`src/rtl/core/pts_pkg.sv`:
```
// Shared constants, codes and types of the periodic tick scheduler.
package pts_pkg;

   localparam int MAX_ENTRIES_DEF  = 16;
   localparam int COUNTER_BITS_DEF = 32;

   localparam int KIND_W   = 3;
   localparam int HANDLE_W = 16;
   localparam int PERIOD_W = 16;
   localparam int STATUS_W = 3;
   localparam int REQ_DATA_W = 40;

   localparam logic [PERIOD_W-1:0] QUICK_CAP = 16'd3000;

   // Item kinds.
   localparam logic [KIND_W-1:0] KIND_TICK     = 3'd0;
   localparam logic [KIND_W-1:0] KIND_ADD      = 3'd1;
   localparam logic [KIND_W-1:0] KIND_REMOVE   = 3'd2;
   localparam logic [KIND_W-1:0] KIND_ACTIVATE = 3'd3;
   localparam logic [KIND_W-1:0] KIND_CLEAR    = 3'd4;

   // Result status codes.
   localparam logic [STATUS_W-1:0] STAT_FIRED    = 3'd0;
   localparam logic [STATUS_W-1:0] STAT_DONE     = 3'd1;
   localparam logic [STATUS_W-1:0] STAT_ADDED    = 3'd2;
   localparam logic [STATUS_W-1:0] STAT_FULL     = 3'd3;
   localparam logic [STATUS_W-1:0] STAT_REMOVED  = 3'd4;
   localparam logic [STATUS_W-1:0] STAT_NOTFOUND = 3'd5;
   localparam logic [STATUS_W-1:0] STAT_ACTSET   = 3'd6;
   localparam logic [STATUS_W-1:0] STAT_CLEARED  = 3'd7;

   // Result of the shared remainder unit.
   typedef struct packed {
      logic done;
      logic zero;
   } mod_result_type;

endpackage

```
`src/rtl/core/pts_mod_unit.sv`:
```
// Bit-serial remainder unit: tells whether the tick counter is a multiple of a period.
module pts_mod_unit #(
   parameter int COUNTER_BITS = pts_pkg::COUNTER_BITS_DEF
) (
   input  logic                          clock,
   input  logic                          reset,
   input  logic                          start,
   input  logic [COUNTER_BITS-1:0]       dividend,
   input  logic [pts_pkg::PERIOD_W-1:0]  divisor,
   output pts_pkg::mod_result_type       result
);

   localparam int STEP_W = $clog2(COUNTER_BITS + 1);

   logic                         busy_ff, busy_in;
   logic                         done_ff, done_in;
   logic [STEP_W-1:0]            step_ff, step_in;
   logic [COUNTER_BITS-1:0]      dvd_ff, dvd_in;
   logic [pts_pkg::PERIOD_W-1:0] dvs_ff, dvs_in;
   logic [pts_pkg::PERIOD_W-1:0] rem_ff, rem_in;
   logic [pts_pkg::PERIOD_W:0]   trial;

   // One restoring step per cycle, most significant dividend bit first.
   always_comb begin
      busy_in = busy_ff;
      done_in = 1'b0;
      step_in = step_ff;
      dvd_in  = dvd_ff;
      dvs_in  = dvs_ff;
      rem_in  = rem_ff;
      trial   = {rem_ff, dvd_ff[COUNTER_BITS-1]};
      if (start) begin
         busy_in = 1'b1;
         step_in = STEP_W'(COUNTER_BITS);
         dvd_in  = dividend;
         dvs_in  = divisor;
         rem_in  = '0;
      end else if (busy_ff) begin
         if (trial >= {1'b0, dvs_ff}) begin
            rem_in = pts_pkg::PERIOD_W'(trial - {1'b0, dvs_ff});
         end else begin
            rem_in = pts_pkg::PERIOD_W'(trial);
         end
         dvd_in  = dvd_ff << 1;
         step_in = step_ff - STEP_W'(1);
         if (step_ff == STEP_W'(1)) begin
            busy_in = 1'b0;
            done_in = 1'b1;
         end
      end
   end

   always_ff @(posedge clock) begin
      if (reset) begin
         busy_ff <= 1'b0;
         done_ff <= 1'b0;
         step_ff <= '0;
      end else begin
         busy_ff <= busy_in;
         done_ff <= done_in;
         step_ff <= step_in;
      end
      dvd_ff <= dvd_in;
      dvs_ff <= dvs_in;
      rem_ff <= rem_in;
   end

   assign result.done = done_ff;
   assign result.zero = (rem_ff == '0);

endmodule

```
`src/rtl/core/periodic_tick_scheduler_core.sv`:
```
// Top level of the periodic tick scheduler: subscriber table, sequencer and result register.
// The block keeps an ordered table of up to MAX_ENTRIES subscribers and takes one request
// transfer at a time. Add and clear finish once the result channel is free, and
// an unknown kind is dropped in the cycle that accepts it. Remove and activation walk the table
// one entry per cycle, and a remove then moves each entry behind the match down by one. A tick
// walks every entry once; each active, not pending entry with a nonzero period goes through
// the shared bit-serial remainder unit. Each fired entry and the closing tick-done result
// are shown once the result channel is free. The result register holds one finished
// transfer, so the table work goes on while the consumer stalls until the next result is
// ready to be shown.
module periodic_tick_scheduler_core #(
   parameter int MAX_ENTRIES  = pts_pkg::MAX_ENTRIES_DEF,
   parameter int COUNTER_BITS = pts_pkg::COUNTER_BITS_DEF
) (
   input  logic                            clock,
   input  logic                            reset,
   // Request channel.
   input  logic                            req_tvalid,
   output logic                            req_tready,
   input  logic [pts_pkg::REQ_DATA_W-1:0]  req_tdata,  // handle, interval, immediate, enable
   input  logic [pts_pkg::KIND_W-1:0]      req_tuser,  // kind
   // Result channel.
   output logic                            rsp_tvalid,
   input  logic                            rsp_tready,
   output logic [pts_pkg::HANDLE_W-1:0]    rsp_tdata,  // handle_out
   output logic [pts_pkg::STATUS_W-1:0]    rsp_tuser,  // status
   output logic                            rsp_tlast,
   // Configuration register: quick mode.
   input  logic                            csr_we,
   input  logic                            csr_wdata
);

   localparam int IDX_W = (MAX_ENTRIES > 1) ? $clog2(MAX_ENTRIES) : 1;
   localparam int CNT_W = $clog2(MAX_ENTRIES + 1);
   localparam int HW    = pts_pkg::HANDLE_W;
   localparam int PW    = pts_pkg::PERIOD_W;
   localparam int SW    = pts_pkg::STATUS_W;

   typedef enum logic [2:0] {
      S_IDLE, S_WALK, S_MODWAIT, S_SEARCH, S_SHIFT, S_EMIT
   } state_type;

   state_type                   state_ff, state_in, after_ff, after_in;
   logic [CNT_W-1:0]            cnt_ff, cnt_in;
   logic [CNT_W-1:0]            idx_ff, idx_in;
   logic [COUNTER_BITS-1:0]     tick_ff, tick_in;
   logic                        quick_ff, quick_in;
   logic [pts_pkg::KIND_W-1:0]  kind_ff, kind_in;
   logic [HW-1:0]               hdl_ff, hdl_in;
   logic                        en_ff, en_in;
   logic [HW-1:0]               handles_ff [MAX_ENTRIES];
   logic [HW-1:0]               handles_in [MAX_ENTRIES];
   logic [PW-1:0]               periods_ff [MAX_ENTRIES];
   logic [PW-1:0]               periods_in [MAX_ENTRIES];
   logic [MAX_ENTRIES-1:0]      active_ff, active_in;
   logic [MAX_ENTRIES-1:0]      pending_ff, pending_in;
   logic [SW-1:0]               est_ff, est_in;
   logic [HW-1:0]               ehd_ff, ehd_in;
   logic                        els_ff, els_in;
   logic                        rsp_valid_ff, rsp_valid_in;
   logic [SW-1:0]               rsp_user_ff, rsp_user_in;
   logic [HW-1:0]               rsp_data_ff, rsp_data_in;
   logic                        rsp_last_ff, rsp_last_in;

   logic                        out_free;
   logic [IDX_W-1:0]            cur;
   logic [IDX_W-1:0]            nxt;
   logic [CNT_W:0]              idx_p1;
   logic                        mod_start;
   pts_pkg::mod_result_type     mod_res;
   logic [PW-1:0]               iv;
   logic                        emit;
   logic [SW-1:0]               emit_st;
   logic [HW-1:0]               emit_hd;
   logic                        emit_ls;
   state_type                   emit_nx;
   logic                        fire;

   assign out_free = !rsp_valid_ff || rsp_tready;
   assign cur      = idx_ff[IDX_W-1:0];
   assign idx_p1   = {1'b0, idx_ff} + (CNT_W + 1)'(1);
   assign nxt      = idx_p1[IDX_W-1:0];

   pts_mod_unit #(.COUNTER_BITS(COUNTER_BITS)) u_mod (
      .clock    (clock),
      .reset    (reset),
      .start    (mod_start),
      .dividend (tick_ff),
      .divisor  (periods_ff[cur]),
      .result   (mod_res)
   );

   always_comb begin
      state_in     = state_ff;
      after_in     = after_ff;
      cnt_in       = cnt_ff;
      idx_in       = idx_ff;
      tick_in      = tick_ff;
      quick_in     = quick_ff;
      kind_in      = kind_ff;
      hdl_in       = hdl_ff;
      en_in        = en_ff;
      handles_in   = handles_ff;
      periods_in   = periods_ff;
      active_in    = active_ff;
      pending_in   = pending_ff;
      est_in       = est_ff;
      ehd_in       = ehd_ff;
      els_in       = els_ff;
      rsp_valid_in = rsp_valid_ff;
      rsp_user_in  = rsp_user_ff;
      rsp_data_in  = rsp_data_ff;
      rsp_last_in  = rsp_last_ff;
      mod_start    = 1'b0;
      emit         = 1'b0;
      emit_st      = pts_pkg::STAT_DONE;
      emit_hd      = '0;
      emit_ls      = 1'b1;
      emit_nx      = S_IDLE;
      fire         = 1'b0;

      // Quick mode caps the period of a new entry.
      iv = req_tdata[31:16];
      if (quick_ff && (iv > pts_pkg::QUICK_CAP)) begin
         iv = pts_pkg::QUICK_CAP;
      end

      if (rsp_valid_ff && rsp_tready) begin
         rsp_valid_in = 1'b0;
      end
      if (csr_we) begin
         quick_in = csr_wdata;
      end

      unique case (state_ff)
         S_IDLE: begin
            if (req_tvalid) begin
               kind_in = req_tuser;
               hdl_in  = req_tdata[15:0];
               en_in   = req_tdata[33];
               idx_in  = '0;
               case (req_tuser)
                  pts_pkg::KIND_TICK: begin
                     tick_in  = tick_ff + COUNTER_BITS'(1);
                     state_in = S_WALK;
                  end
                  pts_pkg::KIND_ADD: begin
                     emit    = 1'b1;
                     emit_hd = req_tdata[15:0];
                     if (cnt_ff >= CNT_W'(MAX_ENTRIES)) begin
                        emit_st = pts_pkg::STAT_FULL;
                     end else begin
                        emit_st = pts_pkg::STAT_ADDED;
                        handles_in[cnt_ff[IDX_W-1:0]] = req_tdata[15:0];
                        periods_in[cnt_ff[IDX_W-1:0]] = iv;
                        active_in[cnt_ff[IDX_W-1:0]]  = 1'b1;
                        pending_in[cnt_ff[IDX_W-1:0]] = req_tdata[32];
                        cnt_in = cnt_ff + CNT_W'(1);
                     end
                  end
                  pts_pkg::KIND_REMOVE, pts_pkg::KIND_ACTIVATE: begin
                     state_in = S_SEARCH;
                  end
                  pts_pkg::KIND_CLEAR: begin
                     cnt_in  = '0;
                     emit    = 1'b1;
                     emit_st = pts_pkg::STAT_CLEARED;
                  end
                  default: begin
                     state_in = S_IDLE;
                  end
               endcase
            end
         end
         S_WALK: begin
            if (idx_ff >= cnt_ff) begin
               emit = 1'b1;
            end else if (!active_ff[cur]) begin
               idx_in = idx_p1[CNT_W-1:0];
            end else if (pending_ff[cur]) begin
               fire = 1'b1;
            end else if (periods_ff[cur] == '0) begin
               idx_in = idx_p1[CNT_W-1:0];
            end else begin
               mod_start = 1'b1;
               state_in  = S_MODWAIT;
            end
         end
         S_MODWAIT: begin
            if (mod_res.done) begin
               if (mod_res.zero) begin
                  fire = 1'b1;
               end else begin
                  idx_in   = idx_p1[CNT_W-1:0];
                  state_in = S_WALK;
               end
            end
         end
         S_SEARCH: begin
            if (idx_ff >= cnt_ff) begin
               emit    = 1'b1;
               emit_st = pts_pkg::STAT_NOTFOUND;
               emit_hd = hdl_ff;
            end else if (handles_ff[cur] == hdl_ff) begin
               if (kind_ff == pts_pkg::KIND_ACTIVATE) begin
                  active_in[cur] = en_ff;
                  emit    = 1'b1;
                  emit_st = pts_pkg::STAT_ACTSET;
                  emit_hd = hdl_ff;
               end else begin
                  state_in = S_SHIFT;
               end
            end else begin
               idx_in = idx_p1[CNT_W-1:0];
            end
         end
         S_SHIFT: begin
            // Move the tail down by one entry per cycle to keep the order.
            if (idx_p1 < {1'b0, cnt_ff}) begin
               handles_in[cur] = handles_ff[nxt];
               periods_in[cur] = periods_ff[nxt];
               active_in[cur]  = active_ff[nxt];
               pending_in[cur] = pending_ff[nxt];
               idx_in = idx_p1[CNT_W-1:0];
            end else begin
               cnt_in  = cnt_ff - CNT_W'(1);
               emit    = 1'b1;
               emit_st = pts_pkg::STAT_REMOVED;
               emit_hd = hdl_ff;
            end
         end
         S_EMIT: begin
            if (out_free) begin
               rsp_valid_in = 1'b1;
               rsp_user_in  = est_ff;
               rsp_data_in  = ehd_ff;
               rsp_last_in  = els_ff;
               state_in     = after_ff;
            end
         end
         default: begin
            state_in = S_IDLE;
         end
      endcase

      // A fired entry loses its pending mark and the walk resumes after its result.
      if (fire) begin
         pending_in[cur] = 1'b0;
         idx_in  = idx_p1[CNT_W-1:0];
         emit    = 1'b1;
         emit_st = pts_pkg::STAT_FIRED;
         emit_hd = handles_ff[cur];
         emit_ls = 1'b0;
         emit_nx = S_WALK;
      end

      if (emit) begin
         est_in   = emit_st;
         ehd_in   = emit_hd;
         els_in   = emit_ls;
         after_in = emit_nx;
         state_in = S_EMIT;
      end
   end

   always_ff @(posedge clock) begin
      if (reset) begin
         state_ff     <= S_IDLE;
         after_ff     <= S_IDLE;
         cnt_ff       <= '0;
         idx_ff       <= '0;
         tick_ff      <= '0;
         quick_ff     <= 1'b0;
         rsp_valid_ff <= 1'b0;
      end else begin
         state_ff     <= state_in;
         after_ff     <= after_in;
         cnt_ff       <= cnt_in;
         idx_ff       <= idx_in;
         tick_ff      <= tick_in;
         quick_ff     <= quick_in;
         rsp_valid_ff <= rsp_valid_in;
      end
      kind_ff     <= kind_in;
      hdl_ff      <= hdl_in;
      en_ff       <= en_in;
      handles_ff  <= handles_in;
      periods_ff  <= periods_in;
      active_ff   <= active_in;
      pending_ff  <= pending_in;
      est_ff      <= est_in;
      ehd_ff      <= ehd_in;
      els_ff      <= els_in;
      rsp_user_ff <= rsp_user_in;
      rsp_data_ff <= rsp_data_in;
      rsp_last_ff <= rsp_last_in;
   end

   assign req_tready = (state_ff == S_IDLE);
   assign rsp_tvalid = rsp_valid_ff;
   assign rsp_tuser  = rsp_user_ff;
   assign rsp_tdata  = rsp_data_ff;
   assign rsp_tlast  = rsp_last_ff;

endmodule

```
`config.mk`:
```
export PLATFORM = sky130hd
export DESIGN_NAME = periodic_tick_scheduler_core
export DESIGN_NICKNAME = d
export VERILOG_FILES = /design/src/rtl/core/pts_pkg.sv /design/src/rtl/core/pts_mod_unit.sv /design/src/rtl/core/periodic_tick_scheduler_core.sv
export SDC_FILE = /design/constraint.sdc
export NUM_CORES = 1
export LEC_CHECK = 0
export BUFFER_PORTS_ARGS = -buffer_cell sky130_fd_sc_hd__buf_2
export CORE_ASPECT_RATIO = 1.4
export CORE_MARGIN = 1
export CORE_UTILIZATION = 30
export CTS_BUF_LIST = sky130_fd_sc_hd__clkbuf_16
export CTS_CLUSTER_DIAMETER = 120
export DETAILED_ROUTE_END_ITERATION = 10
export MAX_ROUTING_LAYER = met4
export PLACE_DENSITY = 0.53
export SLEW_MARGIN = 40
export SYNTH_ARGS = -nofsm -noshare
export SYNTH_HDL_FRONTEND = slang
export SYNTH_SLANG_ARGS = --single-unit
```
`constraint.sdc`:
```
create_clock -name clock -period 5.1 [get_ports clock]
set_clock_uncertainty 0.1 [all_clocks]
set_input_delay 1.02 -clock clock [delete_from_list [all_inputs] [get_ports clock]]
set_output_delay 1.02 -clock clock [all_outputs]
set_load 0.02 [all_outputs]
```
==> run summary, run 1 <==
The run finished with clean final reports. The H-tree was split into 3 levels. Number of clock sinks seen by CTS: 724. The min-delay analysis places its worst path in the category reg -> reg. The synthesized netlist devotes 12.1% of its cell area to compound gates. The run gives 0 as the detailed-route DRC error count. The die is 312 µm wide.

The count of vias placed by the detailed router was 30,700. The achievable frequency is 0.208 GHz, and the register clock-pin slew on the reported worst setup and hold paths is 0.06 ns. Sorting the synthesized cells by area gives the leading types as sky130_fd_sc_hd__edfxtp_1, sky130_fd_sc_hd__mux4_2, sky130_fd_sc_hd__o21ai_0. The tools report the terminus of the critical flop-to-flop path as active_ff[0]$_DFFE_PP_.

In the synthesized netlist, the number of instances is 3,373. The post-synthesis sequential area ratio came out at 51.7%. The number of cells traversed by the worst register-to-register path works out to 9. For the total count of max-transition violations in the final report, the log shows 0.

The leading cell type by number of instances after synthesis was sky130_fd_sc_hd__edfxtp_1. The run gives 0 as the total congestion overflow. The run gives 0 as the final hold violation count.

After detailed routing, the number of vias per cell comes to 5.90. The floorplan die height is 436 µm, and the number of port buffers is 64. The logs give 30.3% for the initial core utilization and 0.859 for the placer's final routability congestion estimate.

For the number of setup buffers added after CTS, the log shows 0. TritonCTS built the clock tree. In this run the count of I/O pins placed on the die edge is 71. For the pin count of the biggest net entering global routing, the log shows 73. After Yosys synthesis, full adders, half adders and majority gates account for 1.23% of the synthesized area. Walking the worst path, the cells encountered are inv_1, ha_4, buf_12, buf_4, mux4_2, mux4_2, a22oi_1, and2_1, a21oi_1.

The netlist area before placement is 40,300 µm². The number of detailed-route iterations in the first pass was 6; the core footprint was 133,000 µm². For this run, the number of Yosys warnings is 0.

Synthesis produced a netlist with a net count of 3,461. The maximum resistive drop on vdd is 0.341 mV, and the area fraction of the dominant cell type after synthesis is 47.4%. The placement row count was 158; the worst-margin pin slew was 0.939 ns. For this run, the post-layout net count is 3,464. The die covers 136,000 µm². The worst-case setup margin in the final layout is 0.287 ns.

Setup repair after global routing left no endpoint under its margin. The cell with the largest stage delay on the worst path is sky130_fd_sc_hd__buf_4. The tools report the kind of capture point of the worst setup path as a register.

Global routing used 22.5% of the available tracks across all layers. Tracing the worst setup path back leads to its startpoint at idx_ff[1]$_SDFFE_PP0P_. The total of max-cap violations is 0, and the post-route fraction of the period consumed by the critical path is 94.4%.

The smallest clock period supported by the final layout is computed as 4.81 ns. Post-CTS repair changed the size of 0 cells. The synthesized netlist contains 73 unique library cells.

The final HPWL from detailed placement is 91,900 µm, and the average detailed-routed wire length per instance is 29.0 µm. The first global-routing pass estimated 216,000 µm of wire. Flip-flop cell with the highest count after synthesis: sky130_fd_sc_hd__edfxtp_1. The largest incremental delay on the critical path was 0.64 ns; the number of flip-flops and latches in the synthesized netlist was 724. Number of enable-type register cells in the synthesized netlist: 636. By startpoint and endpoint, the worst setup path is classified as reg -> reg. The hold buffer count at CTS was 0.

The startpoint identified for the worst hold timing path is els_ff$_DFFE_PP_. For this run, asynchronously set or reset flops after synthesis account for 0%. The run gives 0.29 ns as the setup slack of the most critical reg-to-reg path. For this run, the number of standard cells in the final layout without fillers is 5,206. The tools report the number of CTS-inserted buffers as 76. The count of nets left with antenna violations once routing finished came out at 0. After the first detailed-routing iteration, the DRC count stood at 3,556. The final layout contains routed wiring with a total length of 151,000 µm.

Placed cell count: 5,057. Main combinational cell family by area after synthesis: multiplexers. The tools report the root buffer selected by CTS as sky130_fd_sc_hd__clkbuf_16.

Counting instances in the post-synthesis netlist gives the leading cell types as sky130_fd_sc_hd__edfxtp_1, sky130_fd_sc_hd__nand2_1, sky130_fd_sc_hd__o21ai_0. In the final layout, the share of cells above drive strength 1 is 21.5%. Measured against its own limit, the worst slew margin works out to 37.4%. The worst-case clock buffer depth was 3; the synthesized area per cell was 12.0 µm². For the number of antenna violations at the first check in global routing, the log shows 11. Insertion delay to the later sink of the worst-skew pair: 0.69 ns. In this run the worst path has a maximum fanout of 72. sky130_fd_sc_hd__edfxtp_1 takes more of the synthesized area than any other cell. The fraction of the mapped netlist area in simple logic gates was 10.1%. The worst register-to-register path begins at idx_ff[1]$_SDFFE_PP0P_.

Timing analysis after detailed placement gives a worst setup slack of 0.334 ns. The multiplexer share of the synthesized area was 19.6%. Power spread over the standard cell area amounts to 462 nW/µm². The share of the synthesized netlist area taken by xor and xnor gates was 1.54%; the required time at the endpoint of the critical path was 5.40 ns. The run gives 0 as the setup-violating endpoint count in the final report. Compared with the post-synthesis result, the final layout area differs by 13.7%. End point of the critical path: active_ff[0]$_DFFE_PP_. At the worst endpoint, the arrival time is 5.11 ns. The number of global-route vias before repair was 30,200. The leakage power of the design is 13.3 nW.

STA classifies the critical path startpoint as a register. The cell with the most instances on the worst path was sky130_fd_sc_hd__mux4_2.
## layout make-up
cell class | instances | area [µm²]
fill | 13000 | 87000
multi-input combinational | 2296 | 18300
sequential | 724 | 20900
antenna | 11 | 27.5
inverter | 50 | 188
clock inverter | 61 | 571
clock buffer | 76 | 1900
tap | 1760 | 2200
timing repair buffer | 228 | 1750
## worst max-delay path: cells and delay by family, from the launching register on
kind,cells,cell delay (ns)
AND/OR/NAND/NOR,1,0.36
AO/OA/AOI/OAI,2,0.68
flip-flops,1,0.63
buffers and inverters,3,1.35
adder cells (fa/ha/maj),1,0.36
multiplexers,2,0.89
## cell families (layout without fill, tap and decap cells)
| logic type | after synthesis | after routing |
|---|---|---|
| other cells | 0 | 11 |
| fa+ha+maj | 39 | 39 |
| flops | 724 | 724 |
| xor+xnor | 71 | 71 |
| buf+inv | 353 | 415 |
| simple gates | 952 | 952 |
| mux | 409 | 409 |
| compound gates | 825 | 825 |
## layout by cell type, fill, tap and decap left out, types with 14 or more instances in the layout
cell and count:
sky130_fd_sc_hd__a22o_1 36, sky130_fd_sc_hd__nor2_1 109, sky130_fd_sc_hd__a21oi_1 44, sky130_fd_sc_hd__mux2i_1 70, sky130_fd_sc_hd__nand3_1 51, sky130_fd_sc_hd__a21oi_4 14, sky130_fd_sc_hd__xor2_1 28, sky130_fd_sc_hd__nand2_1 610
sky130_fd_sc_hd__mux2_2 28, sky130_fd_sc_hd__dfxtp_1 85, sky130_fd_sc_hd__a31oi_1 29, sky130_fd_sc_hd__buf_4 148, sky130_fd_sc_hd__edfxtp_1 636, sky130_fd_sc_hd__mux4_2 302, sky130_fd_sc_hd__xnor2_1 41, sky130_fd_sc_hd__ha_1 37
sky130_fd_sc_hd__clkbuf_16 76, sky130_fd_sc_hd__o22ai_1 22, sky130_fd_sc_hd__a211oi_1 38, sky130_fd_sc_hd__a22oi_1 36, sky130_fd_sc_hd__nor3_1 28, sky130_fd_sc_hd__inv_1 58, sky130_fd_sc_hd__buf_12 16, sky130_fd_sc_hd__and3_1 19
sky130_fd_sc_hd__o21ai_0 521, sky130_fd_sc_hd__clkinv_1 17, sky130_fd_sc_hd__or3_1 20, sky130_fd_sc_hd__buf_2 64, sky130_fd_sc_hd__a221o_1 17
## power breakdown
group / total (mW) / switching (mW) / internal (mW) / leakage [nW]
Combinational: 7.87 / 4.99 / 2.88 / 6.33
Sequential: 7.60 / 0.433 / 7.17 / 5.71
Clock: 5.72 / 2.56 / 3.16 / 1.25
## metal layers
| layer | GRT usage, % | part of all wire, % | vias to the layer above |
|---|---|---|---|
| li1 | - | - | 12900 |
| met1 | 26.1 | 36 | 15500 |
| met2 | 36.7 | 49 | 1867 |
| met3 | 4.12 | 8.8 | 472 |
| met4 | 12.7 | 6.0 | 0 |
| met5 | - | 0 | - |
## metrics by stage
| stage | setup TNS [ns] | power, mW | utilization (%) | instance area, µm² | hold slack (ns) |
|---|---|---|---|---|---|
| after global routing | 0 | 22.0 | 34.5 | 45800 | 0.324 |
| final | 0 | 21.2 | 34.5 | 45800 | 0.313 |
| after global placement | 0 | 15.4 | 32.6 | 43300 | 0.300 |
| after CTS | 0 | 21.2 | 34.5 | 45800 | 0.316 |
| after detailed placement | 0 | 15.5 | 32.6 | 43300 | 0.305 |
| after floorplan | -176.76 | 13.0 | - | 40300 | 0.300 |
## state kept, by name, summed over array words and instances (netlist names), 3 cells and up
register       count
u_mod.step_ff      6
rsp_tuser          3
state_ff           3
active_ff         16
cnt_ff             5
idx_ff             5
hdl_ff            16
u_mod.dvd_ff      32
kind_ff            3
u_mod.rem_ff      16
handles_ff       256
u_mod.dvs_ff      16
rsp_tdata         16
periods_ff       256
pending_ff        16
est_ff             3
ehd_ff            16
tick_ff           32
## worst min path at each step
stage | endpoint | slack, ns | cells past startpoint
after floorplan | rsp_tdata[0]$_DFFE_PP_ | 0.30 | 0
after global placement | rsp_tdata[13]$_DFFE_PP_ | 0.30 | 0
after detailed placement | rsp_tdata[0]$_DFFE_PP_ | 0.31 | 0
after CTS | rsp_tlast$_DFFE_PP_ | 0.32 | 0
after global routing | rsp_tlast$_DFFE_PP_ | 0.32 | 0
final | rsp_tlast$_DFFE_PP_ | 0.31 | 0
Power figures use the tool's default switching activity.
==> run 2, diff against run 1 <==
--- a/config.mk
+++ b/config.mk
@@ -17,4 +17,5 @@
 export SLEW_MARGIN = 40
 export SYNTH_ARGS = -nofsm -noshare
 export SYNTH_HDL_FRONTEND = slang
+export SYNTH_HIERARCHICAL = 1
 export SYNTH_SLANG_ARGS = --single-unit
==> run 2 against run 1 <==
Die area decreased by 1.3%. Synthesized cell count decreased by 4.6%. Utilization decreased by 0.32 points. Register-to-register slack improved by 0.47 ns.
==> run summary, run 2 <==
The wire-length estimate of the detail-placed layout is 89,300 µm. After layout, the minimum clock period comes to 4.34 ns. Number of setup buffers added after CTS: 0.

STA classifies the critical path endpoint as a register. Counting every instance in the synthesized netlist gives 3,218. The final layout contains 3,281 nets. Worst-case setup margin in the final layout: 0.756 ns.

The horizontal die dimension was 310 µm; the required time at the endpoint of the critical path was 5.36 ns. The maximum fanout count along the critical path is 26. The largest registers in the layout are handles_ff (256), periods_ff (256). The total count of max-transition violations in the final report was 0; the number of flip-flops and latches in the synthesized netlist was 724. After synthesis, the most frequently instantiated cells are sky130_fd_sc_hd__edfxtp_1, sky130_fd_sc_hd__o22ai_1, sky130_fd_sc_hd__nand2_1.

The area added between synthesis and finish is 12.8%, and the flip-flop and latch area is 20,900 µm². The number of CTS-inserted buffers is 71, and the area fraction of the dominant cell type after synthesis is 48.0%. The final hold violation count is 0, and the post-synthesis sequential area ratio is 52.4%. During I/O placement, the number of pins put on the boundary was 71. The final layout contains routed wiring with a total length of 150,000 µm.

The number of port buffers was 64. The share of total power dissipated in combinational logic is 39.3%. The area occupied by multi-input gates is 17,800 µm², and the number of gates resized after cts is 0. After synthesis, the cell types taking the most area are sky130_fd_sc_hd__edfxtp_1, sky130_fd_sc_hd__mux4_2, sky130_fd_sc_hd__o22ai_1. In this run the worst hold path is classified as reg -> reg. Per report_power, the sequential group accounts for 36.4% of the total. The cell with the largest stage delay on the worst path was sky130_fd_sc_hd__dfxtp_4.

The mapped netlist covers 39,800 µm². The cell sitting at the root of the clock tree is a sky130_fd_sc_hd__clkbuf_16. Setup repair after global routing left no endpoint under its margin. For this configuration, the core starts out at a cell density of 30.3%. The number of distinct library cells after synthesis was 83. At the end of the flow the core is filled with cells to 34.2%. The run gives 0.512 mV as the maximum resistive drop on vdd. The power per cell area was 470 nW/µm²; the number of clock sinks seen by CTS was 724.

Summed over all cells, the static leakage comes to 15.2 nW. For this run, asynchronously set or reset flops after synthesis account for 0%. The hold buffer count at CTS was 0; the count of synthesis-stage warnings from yosys was 6.

Measured against its own limit, the worst slew margin works out to 40.7%. The tools report the wire length of the first global-routing pass as 213,000 µm. The insertion delay to the later sink of the worst-skew pair is 0.69 ns, and the count of vias placed by the detailed router is 31,000.

Across every metal layer, demand over resource in global routing totals 22.6%. The filler cells instantiated in the layout total 13,000. The critical path in this run is classified as reg -> reg. Among all flip-flop cells after synthesis, the most frequent one is sky130_fd_sc_hd__edfxtp_1. In the final routed layout, each cell accounts on average for 30.0 µm.

The clock network burns 24.3% of the power. Internal power comes to 12.8 mW. In the layout the commonest cells are sky130_fd_sc_hd__edfxtp_1, sky130_fd_sc_hd__o22ai_1, sky130_fd_sc_hd__nand2_1, sky130_fd_sc_hd__mux4_2, sky130_fd_sc_hd__buf_4. In this run the remaining antenna-violating nets after routing total 0. Entering global routing, the biggest net connects 111 pins. The flow ran to the end, and the final reports show no timing, DRC or antenna violations.

At the end of routability-driven placement, the weighted congestion stood at 0.870. The total congestion overflow is 0. The tools report the net switching component of the power as 8.31 mW.

Row generation in the floorplan step produced 157 rows. The register clock-pin slew on the reported worst setup and hold paths was 0.07 ns. For this run, design rule violations remaining after detail routing come to 0. Number of global-route vias before repair: 30,700. The number of detailed-route iterations in the first pass is 6. The number of nets handed over by synthesis was 3,306. The setup-violating endpoint count in the final report was 0.

The H-tree was split into 3 levels. TritonCTS built the clock tree. Dividing the final minimum period by the clock period gives 85.2%. The first routing iteration left 3,766 violations.

The run gives 134,000 µm² as the die area. The largest single stage delay on the critical path is 0.68 ns. The run gives 4 as the number of antenna violations at the first check in global routing. In this run the mean area of a mapped cell was 12.4 µm². Leaving out fill and tap cells, the most frequent cell in the layout is sky130_fd_sc_hd__edfxtp_1. At the placement stage, the worst setup path has a slack of 0.799 ns.

The switching share of total power is 39.4%. Static timing analysis puts the maximum clock frequency at 0.230 GHz. STA classifies the critical path startpoint as a register.

Of the cells placed in the final design, the portion with a size suffix greater than 1 is 22.5%. The biggest area contributor in the post-synthesis netlist is sky130_fd_sc_hd__edfxtp_1. After detailed routing, the number of vias per cell comes to 6.20. In this run, synthesis inferred 636 flip-flops with an integrated enable. From bottom edge to top edge, the die measures 433 µm. The total of max-cap violations is 0.

The signal on the critical path passes through inv_2, buf_4, ha_4, ha_1, nor2b_1, o21a_1, o21a_1, o21ai_0, and2_1, nand2_1, o21ai_0, nand2_1, buf_4, a21oi_4, buf_12. Leading cell type by number of instances after synthesis: sky130_fd_sc_hd__edfxtp_1. Arrival time reported for the critical path endpoint: 4.60 ns. At the pin with the least slew margin, the transition time is 0.889 ns. The logs give 3 for the worst-case clock buffer depth and 131,000 µm² for the core footprint.
==> run 2: cell types whose count changed after synthesis, sizes merged, moves of 9 or more <==
cell,before,now
mux2i,70,54
a22o,36,7
a311oi,2,11
clkbuf,215,203
mux4,302,261
a211oi,39,24
buf,88,123
nand2,615,363
nand3,51,116
mux2,37,50
o21ai,521,115
o22ai,23,504
xnor2,42,33
==> run 2: kinds of logic (layout without fill, tap and decap cells) <==
logic type	after synthesis	in the layout	synth area share [%]
other cells	0	4	0
buf+inv	374	405	4.19
xor+xnor	68	68	1.50
compound gates	887	887	14.3
simple gates	761	761	8.56
fa+ha+maj	39	39	1.25
flops	724	724	52.4
mux	365	365	17.7
==> run 2: power groups by stage <==
stage / Combinational [mW] / Clock (mW) / Sequential [mW]
6_report: 8.29 / 5.13 / 7.68
5_1_grt: 8.82 / 5.36 / 7.74
4_1_cts: 8.18 / 5.19 / 7.67
3_5_place_dp: 8.16 / 0 / 7.80
3_3_place_gp: 8.01 / 0 / 7.79
2_1_floorplan: 5.76 / 0 / 7.61
==> run 2: routing by layer <==
| metal | vias to the layer above | global-route usage (%) | share of wire (%) |
|---|---|---|---|
| met5 | - | - | 0 |
| met4 | 0 | 13.7 | 6.4 |
| met3 | 529 | 3.71 | 9.7 |
| met2 | 1996 | 36.9 | 48 |
| met1 | 15600 | 26.0 | 35 |
| li1 | 12900 | - | - |
==> run 2: critical path: cells and delay by family (launching register included) <==
| kind | cells | cell delay [ns] |
|---|---|---|
| AO/OA/AOI/OAI | 5 | 1.24 |
| flip-flops | 1 | 0.68 |
| adder cells (fa/ha/maj) | 2 | 0.55 |
| AND/OR/NAND/NOR | 4 | 0.44 |
| buffers and inverters | 4 | 0.95 |
==> run 2: final cells by class <==
type	instances	share of cell area (%)
Antenna cell	4	0.0223
Clock buffer	72	4.02
Clock inverter	57	0.767
Inverter	48	0.404
Multi-Input combinational cell	2120	39.6
Sequential cell	724	46.5
Tap cell	1749	4.88
Timing Repair Buffer	228	3.81
==> run 2: worst paths after layout <==
path / startpoint / to / slack, ns / cells after the start
max: idx_ff[0]$_SDFFE_PP0P_ / handles_ff[62]$_DFFE_PP_ / 0.76 / 15
min: est_ff[0]$_SDFFCE_PP0P_ / rsp_tuser[0]$_DFFE_PP_ / 0.32 / 0
max reg2reg: idx_ff[0]$_SDFFE_PP0P_ / handles_ff[62]$_DFFE_PP_ / 0.76 / 15
min reg2reg: est_ff[0]$_SDFFCE_PP0P_ / rsp_tuser[0]$_DFFE_PP_ / 0.32 / 0
==> run 2: per-stage QoR <==
step | instance area, µm² | instances | hold WS, ns | setup TNS, ns | total power [mW]
after floorplan | 39800 | 3218 | 0.300 | -301.33 | 13.4
after global placement | 42500 | 4868 | 0.301 | 0 | 15.8
after detailed placement | 42700 | 4869 | 0.305 | 0 | 16.0
after CTS | 44800 | 4998 | 0.320 | 0 | 21.0
after global routing | 44900 | 5001 | 0.322 | 0 | 21.9
final | 44900 | 5002 | 0.319 | 0 | 21.1
